$ cat src/design/wsg_pkg.sv
// Package: shared types, constants and state codes for the wavetable sound generator.
package wsg_pkg;

  localparam int RamDepth   = 128;
  localparam int RamAw      = 7;
  localparam int RamDw      = 8;
  localparam int ChanBase   = 64;
  localparam logic [RamAw-1:0] CountReg = 7'h7F;
  localparam logic [3:0] TicksPerUpdate = 4'd15;

  typedef enum logic [1:0] {
    CMD_SET_ADDR = 2'd0,
    CMD_WRITE    = 2'd1,
    CMD_READ     = 2'd2,
    CMD_TICK     = 2'd3
  } cmd_t;

  typedef enum logic [4:0] {
    ST_IDLE,
    ST_CLEAR,
    ST_WRITE_RD,
    ST_WRITE_WB,
    ST_READ_RD,
    ST_READ_WAIT,
    ST_TICK,
    ST_U_RD,
    ST_U_CAP,
    ST_U_MOD,
    ST_U_WRP0,
    ST_U_WRP1,
    ST_U_WRP2,
    ST_U_SRD,
    ST_U_SCAP,
    ST_U_MIX,
    ST_U_DIV,
    ST_DONE
  } state_t;

endpackage

$ cat src/design/wsg_if.sv
// Valid/ready channel interfaces for commands and results.
interface wsg_in_if (input logic clk);
  logic       valid;
  logic       ready;
  logic [1:0] cmd;
  logic [7:0] value;
  logic [7:0] tick_count;
  modport source (output valid, cmd, value, tick_count, input ready);
  modport sink (input valid, cmd, value, tick_count, output ready);
endinterface

interface wsg_out_if (input logic clk);
  logic              valid;
  logic              ready;
  logic [7:0]        read_data;
  logic              changed;
  logic signed [7:0] mix_out;
  modport source (output valid, read_data, changed, mix_out, input ready);
  modport sink (input valid, read_data, changed, mix_out, output ready);
endinterface

$ cat src/design/wsg_ram.sv
// Generic single-port synchronous RAM with registered read.
module wsg_ram #(
  parameter int Width = 8,
  parameter int Depth = 128
) (
  input  logic                     clk,
  input  logic                     we,
  input  logic [$clog2(Depth)-1:0] addr,
  input  logic [Width-1:0]         wdata,
  output logic [Width-1:0]         rdata
);
  logic [Width-1:0] mem [Depth];
  always_ff @(posedge clk) begin
    if (we) begin
      mem[addr] <= wdata;
    end
    rdata <= mem[addr];
  end
endmodule

$ cat src/design/wsg_divmod.sv
// Iterative restoring divider: one quotient bit per cycle.
module wsg_divmod #(
  parameter int Width = 25
) (
  input  logic             clk,
  input  logic             rst_n,
  input  logic             start,
  input  logic [Width-1:0] dividend,
  input  logic [Width-1:0] divisor,
  output logic             busy,
  output logic [Width-1:0] quot,
  output logic [Width-1:0] rem
);
  localparam int Cw = $clog2(Width + 1);
  logic [Width-1:0] q_r, q_nxt, r_r, r_nxt, d_r;
  logic [Cw-1:0]    cnt_r, cnt_nxt;
  logic [Width:0]   trial;

  always_comb begin
    q_nxt   = q_r;
    r_nxt   = r_r;
    cnt_nxt = cnt_r;
    trial   = {r_r, q_r[Width-1]};
    if (start) begin
      q_nxt   = dividend;
      r_nxt   = '0;
      cnt_nxt = Cw'(Width);
    end else if (cnt_r != '0) begin
      if (trial >= {1'b0, d_r}) begin
        r_nxt = Width'(trial - {1'b0, d_r});
        q_nxt = {q_r[Width-2:0], 1'b1};
      end else begin
        r_nxt = trial[Width-1:0];
        q_nxt = {q_r[Width-2:0], 1'b0};
      end
      cnt_nxt = cnt_r - 1'b1;
    end
  end

  always_ff @(posedge clk) begin
    if (!rst_n) begin
      cnt_r <= '0;
    end else begin
      cnt_r <= cnt_nxt;
    end
    q_r <= q_nxt;
    r_r <= r_nxt;
    if (start) begin
      d_r <= divisor;
    end
  end

  assign busy = (cnt_r != '0);
  assign quot = q_r;
  assign rem  = r_r;
endmodule

$ cat src/design/wavetable_sound_generator_core.sv
// Top level of the wavetable sound generator core.
// After reset a clearing pass zeroes the 128-byte RAM, and no command is
// taken until it ends. Every command ends in a done state that posts the
// result; a read or write first reads the RAM, and a tick command counts its
// ticks down. Every 15 enabled ticks a channel update reads the eight channel
// bytes and the count register, takes the phase modulo, fetches a sample,
// writes the phase back in three bytes, sums the active channel levels and
// divides the sum by the channel count. A stalled result holds the core until
// it is taken. The single RAM port and the iterative divider make these steps
// run one after another.
module wavetable_sound_generator_core
  import wsg_pkg::*;
(
  input  logic       clk,
  input  logic       rst_n,
  input  logic       cfg_we,
  input  logic       cfg_wdata,
  wsg_in_if.sink     in_ch,
  wsg_out_if.source  out_ch
);
  state_t state_r, state_nxt;

  logic             dis_r;
  logic [RamAw-1:0] ptr_r, ptr_nxt;
  logic             inc_r, inc_nxt;
  logic [3:0]       divc_r, divc_nxt;
  logic [2:0]       act_r, act_nxt;
  logic [7:0]       lvl_r [8];
  logic [7:0]       mix_r, mix_nxt;
  logic [7:0]       ticks_r, ticks_nxt;
  logic [7:0]       val_r, val_nxt;
  logic             chg_r, chg_nxt;
  logic [7:0]       rd_r, rd_nxt;
  logic [RamAw-1:0] clr_r, clr_nxt;
  logic [3:0]       bi_r, bi_nxt;
  logic [7:0]       cb_r [8];
  logic [23:0]      ph_r, ph_nxt;
  logic [7:0]       pos_r, pos_nxt;
  logic [2:0]       mi_r, mi_nxt;
  logic signed [10:0] sum_r, sum_nxt;
  logic [7:0]       lvl_new_r, lvl_new_nxt;
  logic             lvl_we;
  logic [2:0]       cnt_m1_r, cnt_m1_nxt;

  logic             ovalid_r, ovalid_nxt;
  logic [7:0]       ord_r, ord_nxt;
  logic             ochg_r, ochg_nxt;
  logic [7:0]       omix_r, omix_nxt;

  logic             ram_we;
  logic [RamAw-1:0] ram_addr;
  logic [7:0]       ram_wd, ram_rd;

  logic             dv_start, dv_busy;
  logic [24:0]      dv_a, dv_b, dv_q, dv_r;

  logic [24:0] sum_ph;
  logic [8:0]  wlen;
  logic [2:0]  lowest;
  logic [3:0]  smp;
  logic signed [4:0] cent;
  logic signed [9:0] prod;
  logic [3:0]  cnt_w;

  wsg_ram #(.Width(RamDw), .Depth(RamDepth)) u_ram (
    .clk(clk), .we(ram_we), .addr(ram_addr), .wdata(ram_wd), .rdata(ram_rd)
  );

  wsg_divmod #(.Width(25)) u_div (
    .clk(clk), .rst_n(rst_n), .start(dv_start), .dividend(dv_a), .divisor(dv_b),
    .busy(dv_busy), .quot(dv_q), .rem(dv_r)
  );

  assign sum_ph  = {1'b0, cb_r[5], cb_r[3], cb_r[1]}
                 + {7'd0, cb_r[4][1:0], cb_r[2], cb_r[0]};
  assign wlen    = 9'd256 - {1'b0, cb_r[4][7:2], 2'b00};
  assign lowest  = 3'd7 - cnt_m1_r;
  assign smp     = pos_r[0] ? ram_rd[7:4] : ram_rd[3:0];
  assign cent    = $signed({1'b0, smp}) - 5'sd8;
  assign prod    = cent * $signed({1'b0, cb_r[7][3:0]});
  assign cnt_w   = {1'b0, cnt_m1_r} + 4'd1;

  always_comb begin
    state_nxt   = state_r;
    ptr_nxt     = ptr_r;
    inc_nxt     = inc_r;
    divc_nxt    = divc_r;
    act_nxt     = act_r;
    mix_nxt     = mix_r;
    ticks_nxt   = ticks_r;
    val_nxt     = val_r;
    chg_nxt     = chg_r;
    rd_nxt      = rd_r;
    clr_nxt     = clr_r;
    bi_nxt      = bi_r;
    ph_nxt      = ph_r;
    pos_nxt     = pos_r;
    mi_nxt      = mi_r;
    sum_nxt     = sum_r;
    lvl_new_nxt = lvl_new_r;
    lvl_we      = 1'b0;
    cnt_m1_nxt  = cnt_m1_r;
    ovalid_nxt  = ovalid_r;
    ord_nxt     = ord_r;
    ochg_nxt    = ochg_r;
    omix_nxt    = omix_r;
    ram_we      = 1'b0;
    ram_addr    = ptr_r;
    ram_wd      = val_r;
    dv_start    = 1'b0;
    dv_a        = sum_ph;
    dv_b        = {wlen, 16'd0};
    in_ch.ready = 1'b0;

    if (out_ch.ready) begin
      ovalid_nxt = 1'b0;
    end

    unique case (state_r)
      ST_CLEAR: begin
        ram_we   = 1'b1;
        ram_addr = clr_r;
        ram_wd   = '0;
        clr_nxt  = clr_r + 1'b1;
        if (clr_r == CountReg) begin
          state_nxt = ST_IDLE;
        end
      end
      ST_IDLE: begin
        in_ch.ready = 1'b1;
        if (in_ch.valid) begin
          val_nxt   = in_ch.value;
          ticks_nxt = dis_r ? 8'd0 : in_ch.tick_count;
          chg_nxt   = 1'b0;
          rd_nxt    = '0;
          unique case (cmd_t'(in_ch.cmd))
            CMD_SET_ADDR: begin
              ptr_nxt   = in_ch.value[6:0];
              inc_nxt   = in_ch.value[7];
              state_nxt = ST_DONE;
            end
            CMD_WRITE: state_nxt = ST_WRITE_RD;
            CMD_READ:  state_nxt = ST_READ_RD;
            CMD_TICK:  state_nxt = ST_TICK;
            default:   state_nxt = ST_DONE;
          endcase
        end
      end
      ST_WRITE_RD: state_nxt = ST_WRITE_WB;
      ST_WRITE_WB: begin
        chg_nxt = (ram_rd != val_r);
        ram_we  = 1'b1;
        if (inc_r && ptr_r != CountReg) begin
          ptr_nxt = ptr_r + 1'b1;
        end
        state_nxt = ST_DONE;
      end
      ST_READ_RD: state_nxt = ST_READ_WAIT;
      ST_READ_WAIT: begin
        rd_nxt = ram_rd;
        if (inc_r && ptr_r != CountReg) begin
          ptr_nxt = ptr_r + 1'b1;
        end
        state_nxt = ST_DONE;
      end
      ST_TICK: begin
        if (ticks_r == '0) begin
          state_nxt = ST_DONE;
        end else begin
          ticks_nxt = ticks_r - 1'b1;
          if (divc_r + 1'b1 == TicksPerUpdate) begin
            divc_nxt  = '0;
            bi_nxt    = '0;
            state_nxt = ST_U_RD;
          end else begin
            divc_nxt = divc_r + 1'b1;
          end
        end
      end
      // read the eight channel bytes and the count register, each captured before the next is read
      ST_U_RD: begin
        ram_addr = (bi_r == 4'd8) ? CountReg : RamAw'(ChanBase + 8 * act_r + bi_r);
        state_nxt = ST_U_CAP;
      end
      ST_U_CAP: begin
        if (bi_r == 4'd8) begin
          cnt_m1_nxt = ram_rd[6:4];
          ph_nxt     = {cb_r[5], cb_r[3], cb_r[1]};
          state_nxt  = ST_U_MOD;
          dv_start   = 1'b1;
        end else begin
          bi_nxt    = bi_r + 1'b1;
          state_nxt = ST_U_RD;
        end
      end
      ST_U_MOD: begin
        if (!dv_busy && !dv_start) begin
          ph_nxt    = dv_r[23:0];
          pos_nxt   = dv_r[23:16] + cb_r[6];
          if (dv_r[23:0] != ph_r) begin
            chg_nxt = 1'b1;
          end
          state_nxt = ST_U_SRD;
        end
      end
      // sample is fetched before the new phase lands in the RAM
      ST_U_SRD: begin
        ram_addr  = pos_r[7:1];
        state_nxt = ST_U_SCAP;
      end
      ST_U_SCAP: begin
        lvl_new_nxt = prod[7:0];
        lvl_we      = 1'b1;
        sum_nxt     = '0;
        mi_nxt      = lowest;
        state_nxt   = ST_U_WRP0;
      end
      ST_U_WRP0: begin
        ram_we    = 1'b1;
        ram_addr  = RamAw'(ChanBase + 8 * act_r + 1);
        ram_wd    = ph_r[7:0];
        state_nxt = ST_U_WRP1;
      end
      ST_U_WRP1: begin
        ram_we    = 1'b1;
        ram_addr  = RamAw'(ChanBase + 8 * act_r + 3);
        ram_wd    = ph_r[15:8];
        state_nxt = ST_U_WRP2;
      end
      ST_U_WRP2: begin
        ram_we    = 1'b1;
        ram_addr  = RamAw'(ChanBase + 8 * act_r + 5);
        ram_wd    = ph_r[23:16];
        state_nxt = ST_U_MIX;
      end
      // accumulate active channel levels one per cycle
      ST_U_MIX: begin
        sum_nxt = sum_r + 11'($signed(lvl_r[mi_r]));
        if (mi_r == 3'd7) begin
          state_nxt = ST_U_DIV;
          dv_start  = 1'b1;
          dv_a      = {14'd0, (sum_nxt[10] ? 11'(-sum_nxt) : 11'(sum_nxt))};
          dv_b      = {21'd0, cnt_w};
        end else begin
          mi_nxt = mi_r + 1'b1;
        end
      end
      ST_U_DIV: begin
        if (!dv_busy && !dv_start) begin
          mix_nxt = sum_r[10] ? 8'(-dv_q[7:0]) : dv_q[7:0];
          if (act_r == 3'd0 || (act_r - 1'b1) < lowest) begin
            act_nxt = 3'd7;
          end else begin
            act_nxt = act_r - 1'b1;
          end
          state_nxt = ST_TICK;
        end
      end
      ST_DONE: begin
        if (!ovalid_r || out_ch.ready) begin
          ovalid_nxt = 1'b1;
          ord_nxt    = rd_r;
          ochg_nxt   = chg_r;
          omix_nxt   = mix_r;
          state_nxt  = ST_IDLE;
        end
      end
      default: state_nxt = ST_IDLE;
    endcase
  end

  always_ff @(posedge clk) begin
    if (!rst_n) begin
      state_r  <= ST_CLEAR;
      clr_r    <= '0;
      dis_r    <= 1'b0;
      ptr_r    <= '0;
      inc_r    <= 1'b0;
      divc_r   <= '0;
      act_r    <= 3'd7;
      mix_r    <= '0;
      ovalid_r <= 1'b0;
      for (int i = 0; i < 8; i++) begin
        lvl_r[i] <= '0;
      end
    end else begin
      state_r  <= state_nxt;
      clr_r    <= clr_nxt;
      if (cfg_we) begin
        dis_r <= cfg_wdata;
      end
      ptr_r    <= ptr_nxt;
      inc_r    <= inc_nxt;
      divc_r   <= divc_nxt;
      act_r    <= act_nxt;
      mix_r    <= mix_nxt;
      ovalid_r <= ovalid_nxt;
      if (lvl_we) begin
        lvl_r[act_r] <= lvl_new_nxt;
      end
    end
    ticks_r   <= ticks_nxt;
    val_r     <= val_nxt;
    chg_r     <= chg_nxt;
    rd_r      <= rd_nxt;
    bi_r      <= bi_nxt;
    ph_r      <= ph_nxt;
    pos_r     <= pos_nxt;
    mi_r      <= mi_nxt;
    sum_r     <= sum_nxt;
    lvl_new_r <= lvl_new_nxt;
    cnt_m1_r  <= cnt_m1_nxt;
    ord_r     <= ord_nxt;
    ochg_r    <= ochg_nxt;
    omix_r    <= omix_nxt;
    if (state_r == ST_U_CAP && bi_r != 4'd8) begin
      cb_r[bi_r[2:0]] <= ram_rd;
    end
  end

  assign out_ch.valid     = ovalid_r;
  assign out_ch.read_data = ord_r;
  assign out_ch.changed   = ochg_r;
  assign out_ch.mix_out   = omix_r;
endmodule

$ cat src/flat_wrapper.sv
// flat-port wrapper written by rule: the top's interface ports become plain ports
module wavetable_sound_generator_core_flat import wsg_pkg::*;
  (clk, rst_n, cfg_we, cfg_wdata, in_ch_valid, in_ch_cmd, in_ch_value, in_ch_tick_count, in_ch_ready, out_ch_valid, out_ch_read_data, out_ch_changed, out_ch_mix_out, out_ch_ready);
  wsg_in_if in_ch_i (.clk(clk));
  wsg_out_if out_ch_i (.clk(clk));
  input  logic clk;
  input  logic rst_n;
  input  logic cfg_we;
  input  logic cfg_wdata;
  input wire logic [$bits(in_ch_i.valid)-1:0] in_ch_valid;
  input wire logic [$bits(in_ch_i.cmd)-1:0] in_ch_cmd;
  input wire logic [$bits(in_ch_i.value)-1:0] in_ch_value;
  input wire logic [$bits(in_ch_i.tick_count)-1:0] in_ch_tick_count;
  output wire logic [$bits(in_ch_i.ready)-1:0] in_ch_ready;
  output wire logic [$bits(out_ch_i.valid)-1:0] out_ch_valid;
  output wire logic [$bits(out_ch_i.read_data)-1:0] out_ch_read_data;
  output wire logic [$bits(out_ch_i.changed)-1:0] out_ch_changed;
  output wire logic [$bits(out_ch_i.mix_out)-1:0] out_ch_mix_out;
  input wire logic [$bits(out_ch_i.ready)-1:0] out_ch_ready;
  assign in_ch_i.valid = in_ch_valid;
  assign in_ch_i.cmd = in_ch_cmd;
  assign in_ch_i.value = in_ch_value;
  assign in_ch_i.tick_count = in_ch_tick_count;
  assign in_ch_ready = in_ch_i.ready;
  assign out_ch_valid = out_ch_i.valid;
  assign out_ch_read_data = out_ch_i.read_data;
  assign out_ch_changed = out_ch_i.changed;
  assign out_ch_mix_out = out_ch_i.mix_out;
  assign out_ch_i.ready = out_ch_ready;
  wavetable_sound_generator_core u_core (.clk(clk), .rst_n(rst_n), .cfg_we(cfg_we), .cfg_wdata(cfg_wdata), .in_ch(in_ch_i), .out_ch(out_ch_i));
endmodule
$ cat config.mk
export PLATFORM = sky130hd
export DESIGN_NAME = wavetable_sound_generator_core_flat
export DESIGN_NICKNAME = d
export VERILOG_FILES = /design/src/design/wsg_pkg.sv /design/src/design/wsg_if.sv /design/src/design/wsg_ram.sv /design/src/design/wsg_divmod.sv /design/src/design/wavetable_sound_generator_core.sv /design/src/flat_wrapper.sv
export SDC_FILE = /design/constraint.sdc
export NUM_CORES = 2
export LEC_CHECK = 0
export BUFFER_PORTS_ARGS = -buffer_cell sky130_fd_sc_hd__buf_2
export CAP_MARGIN = 5
export CORE_MARGIN = 4
export CORE_UTILIZATION = 44
export DETAILED_ROUTE_END_ITERATION = 8
export PLACE_DENSITY = 0.6
export SYNTH_ARGS = -nofsm -noshare
export SYNTH_HDL_FRONTEND = slang
export SYNTH_HIERARCHICAL = 1
export SYNTH_SLANG_ARGS = --single-unit
$ cat constraint.sdc
create_clock -name clk -period 7.55 [get_ports clk]
set_clock_uncertainty 0.2 [all_clocks]
set_input_delay 1.51 -clock clk [delete_from_list [all_inputs] [get_ports clk]]
set_output_delay 1.51 -clock clk [all_outputs]
set_load 0.05 [all_outputs]
==> results.ini <==
[status]
outcome=completed

[detailed_routing]
top_layer=met4
postRouteAntennaNets=0
drc_errors=0
vias_per_cell=6.22
wl_per_cell_um=28.0
dr_wl_met2_mm=78.5
drtIter0Drc=4609
wl_met3_mm=16.8
drt_pass1_iterations=7
wl_met1_mm=72.5
postRouteWirelength_mm=174
vias=38500

[floorplanning]
io_pins=43
initial_core_util=0.445
design.die.area_sq_um=142000
core_area_sq_um=134000
num_rows=134
die_height_um=376
dieWidth_um=376

[critical_path]
worstPathRequired_ns=7.99
cp-end-kind=flip-flop
crit_family=simple AND/OR/NAND/NOR gates
path_cells=or3b_2, nor2_1, a21oi_1, nand3_4, inv_2, nand2_1, o22ai_1, a221oi_1, o22ai_1, o41ai_1, nand4_1
path_max_fanout=32
crit_type=flip-flop to flip-flop
worstPathArrival_ns=6.51
cp_num_buf_inv=1
critPathMostFrequentCell=o22ai_1
start_kind=flip-flop
crit_slowest_cell=o41ai_1
max_stage_delay_ns=0.96

[sta]
hold_violations=0
worst_slew_pin_slew_ns=1.36
slew_viol_final=0
max_freq_ghz=0.165
final-setup-viol-count=0
hold_slack_ns=0.217
slew_headroom=0.0931
rsz0062_at_grt=no
post-route-period-util=0.805
min_period_ns=6.08

[placement]
port-buffer-count=42
post-dp-hpwl_mm=110
place_congestion=0.906
place_inst=5921

[power_and_ir_drop]
ir_worst_vdd_uv=465
p_int_mw=17.4
total_power_mw=27.7
p_per_area_nw_per_um2=414
swShare=0.372
power_switching_mw=10.3
clockPowerShare=0.260
seqPwrFrac=0.399
comb_power_share=0.340
power_leakage_nw=22.2

[layout]
drive_gt1_frac=0.126
syn_to_final_growth_pct=11.8
final_cells=6192
fin_nets=4431

[synthesis]
synth-seq-cells=1379
syn-instance-count=4251
synth_cell_types=98
syn_avg_cell_area_sq_um=14.0
syn_area_sq_um=59700
synthArstFlopShare=0
yosys_warnings=6
ys_seq_area_frac=0.679
synth_flop_cell=edfxtp_1
synth_edf_count=1293

[clocking]
holdBufCountCts=0
cts_setup_buffers=0
cts.sink_count=1379
clkLatencyLatePin_ns=0.80
cts_made_buffers=146
cts_resized=0
clkTransAtPathRegs_ns=0.07
tritoncts=done
clk_path_buf_depth=3
htreeDepth=4
cts-root-buf=clkbuf_16

[hold_path]
hold_class=flip-flop to flip-flop

[global_routing]
antenna_found_initial=11
grt_pass1_wl_mm=255
grt_start_max_net_pins=129
grt_overflow=0
grt_usage=0.242
grt_pass1_vias=37000

[run]
cap_violations=0

power groups by stage:
| stage | sequential [mW] | combinational, mW | clock (mW) |
|---|---|---|---|
| floorplan | 11.5 | 5.47 | 0 |
| global placement | 11.2 | 9.19 | 0 |
| detailed placement | 11.2 | 9.26 | 0 |
| CTS | 11.0 | 9.28 | 7.30 |
| global route | 11.1 | 9.98 | 7.63 |
| finish | 11.0 | 9.42 | 7.19 |
metrics by stage:
step | worst slack [ns] | TNS, ns | instance area, sq um | util
after detailed placement | 1.63 | 0 | 62000 | 0.462
after floorplan | -0.370 | -94.84 | 59700 | -
after global routing | 0.938 | 0 | 66700 | 0.497
after global placement | 1.85 | 0 | 62000 | 0.462
after CTS | 1.63 | 0 | 66700 | 0.497
final | 1.47 | 0 | 66700 | 0.497
flip-flops by register name (all words and copies together), names as in the netlist, 11 cells and up, named ones only:
name	count
u_core/u_div/quot	25
u_core/u_div/d_r	25
u_core/ph_r	24
u_core/u_ram/mem	1024
u_core/cb_r	60
u_core/sum_r	11
u_core/lvl_r	64
u_core/u_div/rem	25
final timing paths:
path / from / end / slack [ns] / cells past startpoint
setup reg to reg: u_core/state_r[0]$_SDFFE_PN1P_ / u_core/u_ram/rdata[0]$_DFF_P_ / 1.47 / 11
setup / recovery: u_core/state_r[0]$_SDFFE_PN1P_ / u_core/u_ram/rdata[0]$_DFF_P_ / 1.47 / 11
hold reg to reg: u_core/rd_r[5]$_SDFFCE_PN0P_ / u_core/out_ch.read_data[5]$_DFFE_PP_ / 0.22 / 0
hold / removal: u_core/rd_r[5]$_SDFFCE_PN0P_ / u_core/out_ch.read_data[5]$_DFFE_PP_ / 0.22 / 0
worst register-to-register path, stage by stage (launching register included):
cell,delay [ns]
dfxtp_1,0.76
or3b_2,0.58
nor2_1,0.66
a21oi_1,0.25
nand3_4,0.46
inv_2,0.57
nand2_1,0.65
o22ai_1,0.21
a221oi_1,0.30
o22ai_1,0.17
o41ai_1,0.96
nand4_1,0.15
cell usage in the layout (no fill, tap or decap), types with 86 or more instances in the layout:
cell type  synthesis  routed
a21oi_1          223     217
a221oi_1         222     222
buf_4             10      96
clkbuf_16          0     148
dfxtp_1           86      86
edfxtp_1        1293    1293
ha_1              94      94
inv_1            116     113
mux2_2           117     117
mux2i_1          105     105
nand2_1          214     213
nor2_1           436     435
o21ai_0          145     142
cell families (layout without fill, tap and decap cells):
group / Yosys count / in the layout / share of synthesized area
AOI/OAI and AO/OA: 1019 / 1019 / 0.123
buffers and inverters: 378 / 536 / 0.0296
adders and majority gates: 106 / 106 / 0.0237
other: 1 / 16 / 0.0000628
DFF: 1379 / 1379 / 0.679
and+or+nand+nor: 998 / 998 / 0.0766
muxes: 255 / 255 / 0.0513
xor gates and xnor gates: 115 / 115 / 0.0169
final cells by class:
type,instances,area (sq um)
antenna,2,5.00
tap,1768,2210
clock buffer,188,3870
fill,11400,67400
multi-input combinational,2507,17600
inverter,117,442
timing repair buffer,150,1170
clock inverter,81,888
sequential,1379,40500
cell usage after synthesis, drive strengths merged, types with 16 or more instances:
cell	n	area, sq um
a211oi	35	275
a21o	24	180
a21oi	223	1120
a221o	24	240
a221oi	225	1990
a22o	41	359
a22oi	76	576
and2	31	199
buf	135	855
clkbuf	126	473
dfxtp	86	1720
edfxtp	1293	38800
ha	94	1180
inv	116	435
mux2	122	1380
mux2i	106	1070
mux4	27	612
nand2	214	803
nand2b	26	163
nand3	50	250
nand4	38	238
nor2	437	1650
nor2b	44	290
nor3	57	295
o211ai	16	120
o21ai	153	766
o221ai	20	181
o22ai	32	200
or2	22	138
or3	16	100
xnor2	75	657
xor2	40	350
per-layer routing:
layer	track usage	up-vias
met4	0.0805	0
met5	0	-
met3	0.0480	328
li1	-	16700
met2	0.373	2024
met1	0.345	19500
(Power assumes the default switching activity.)
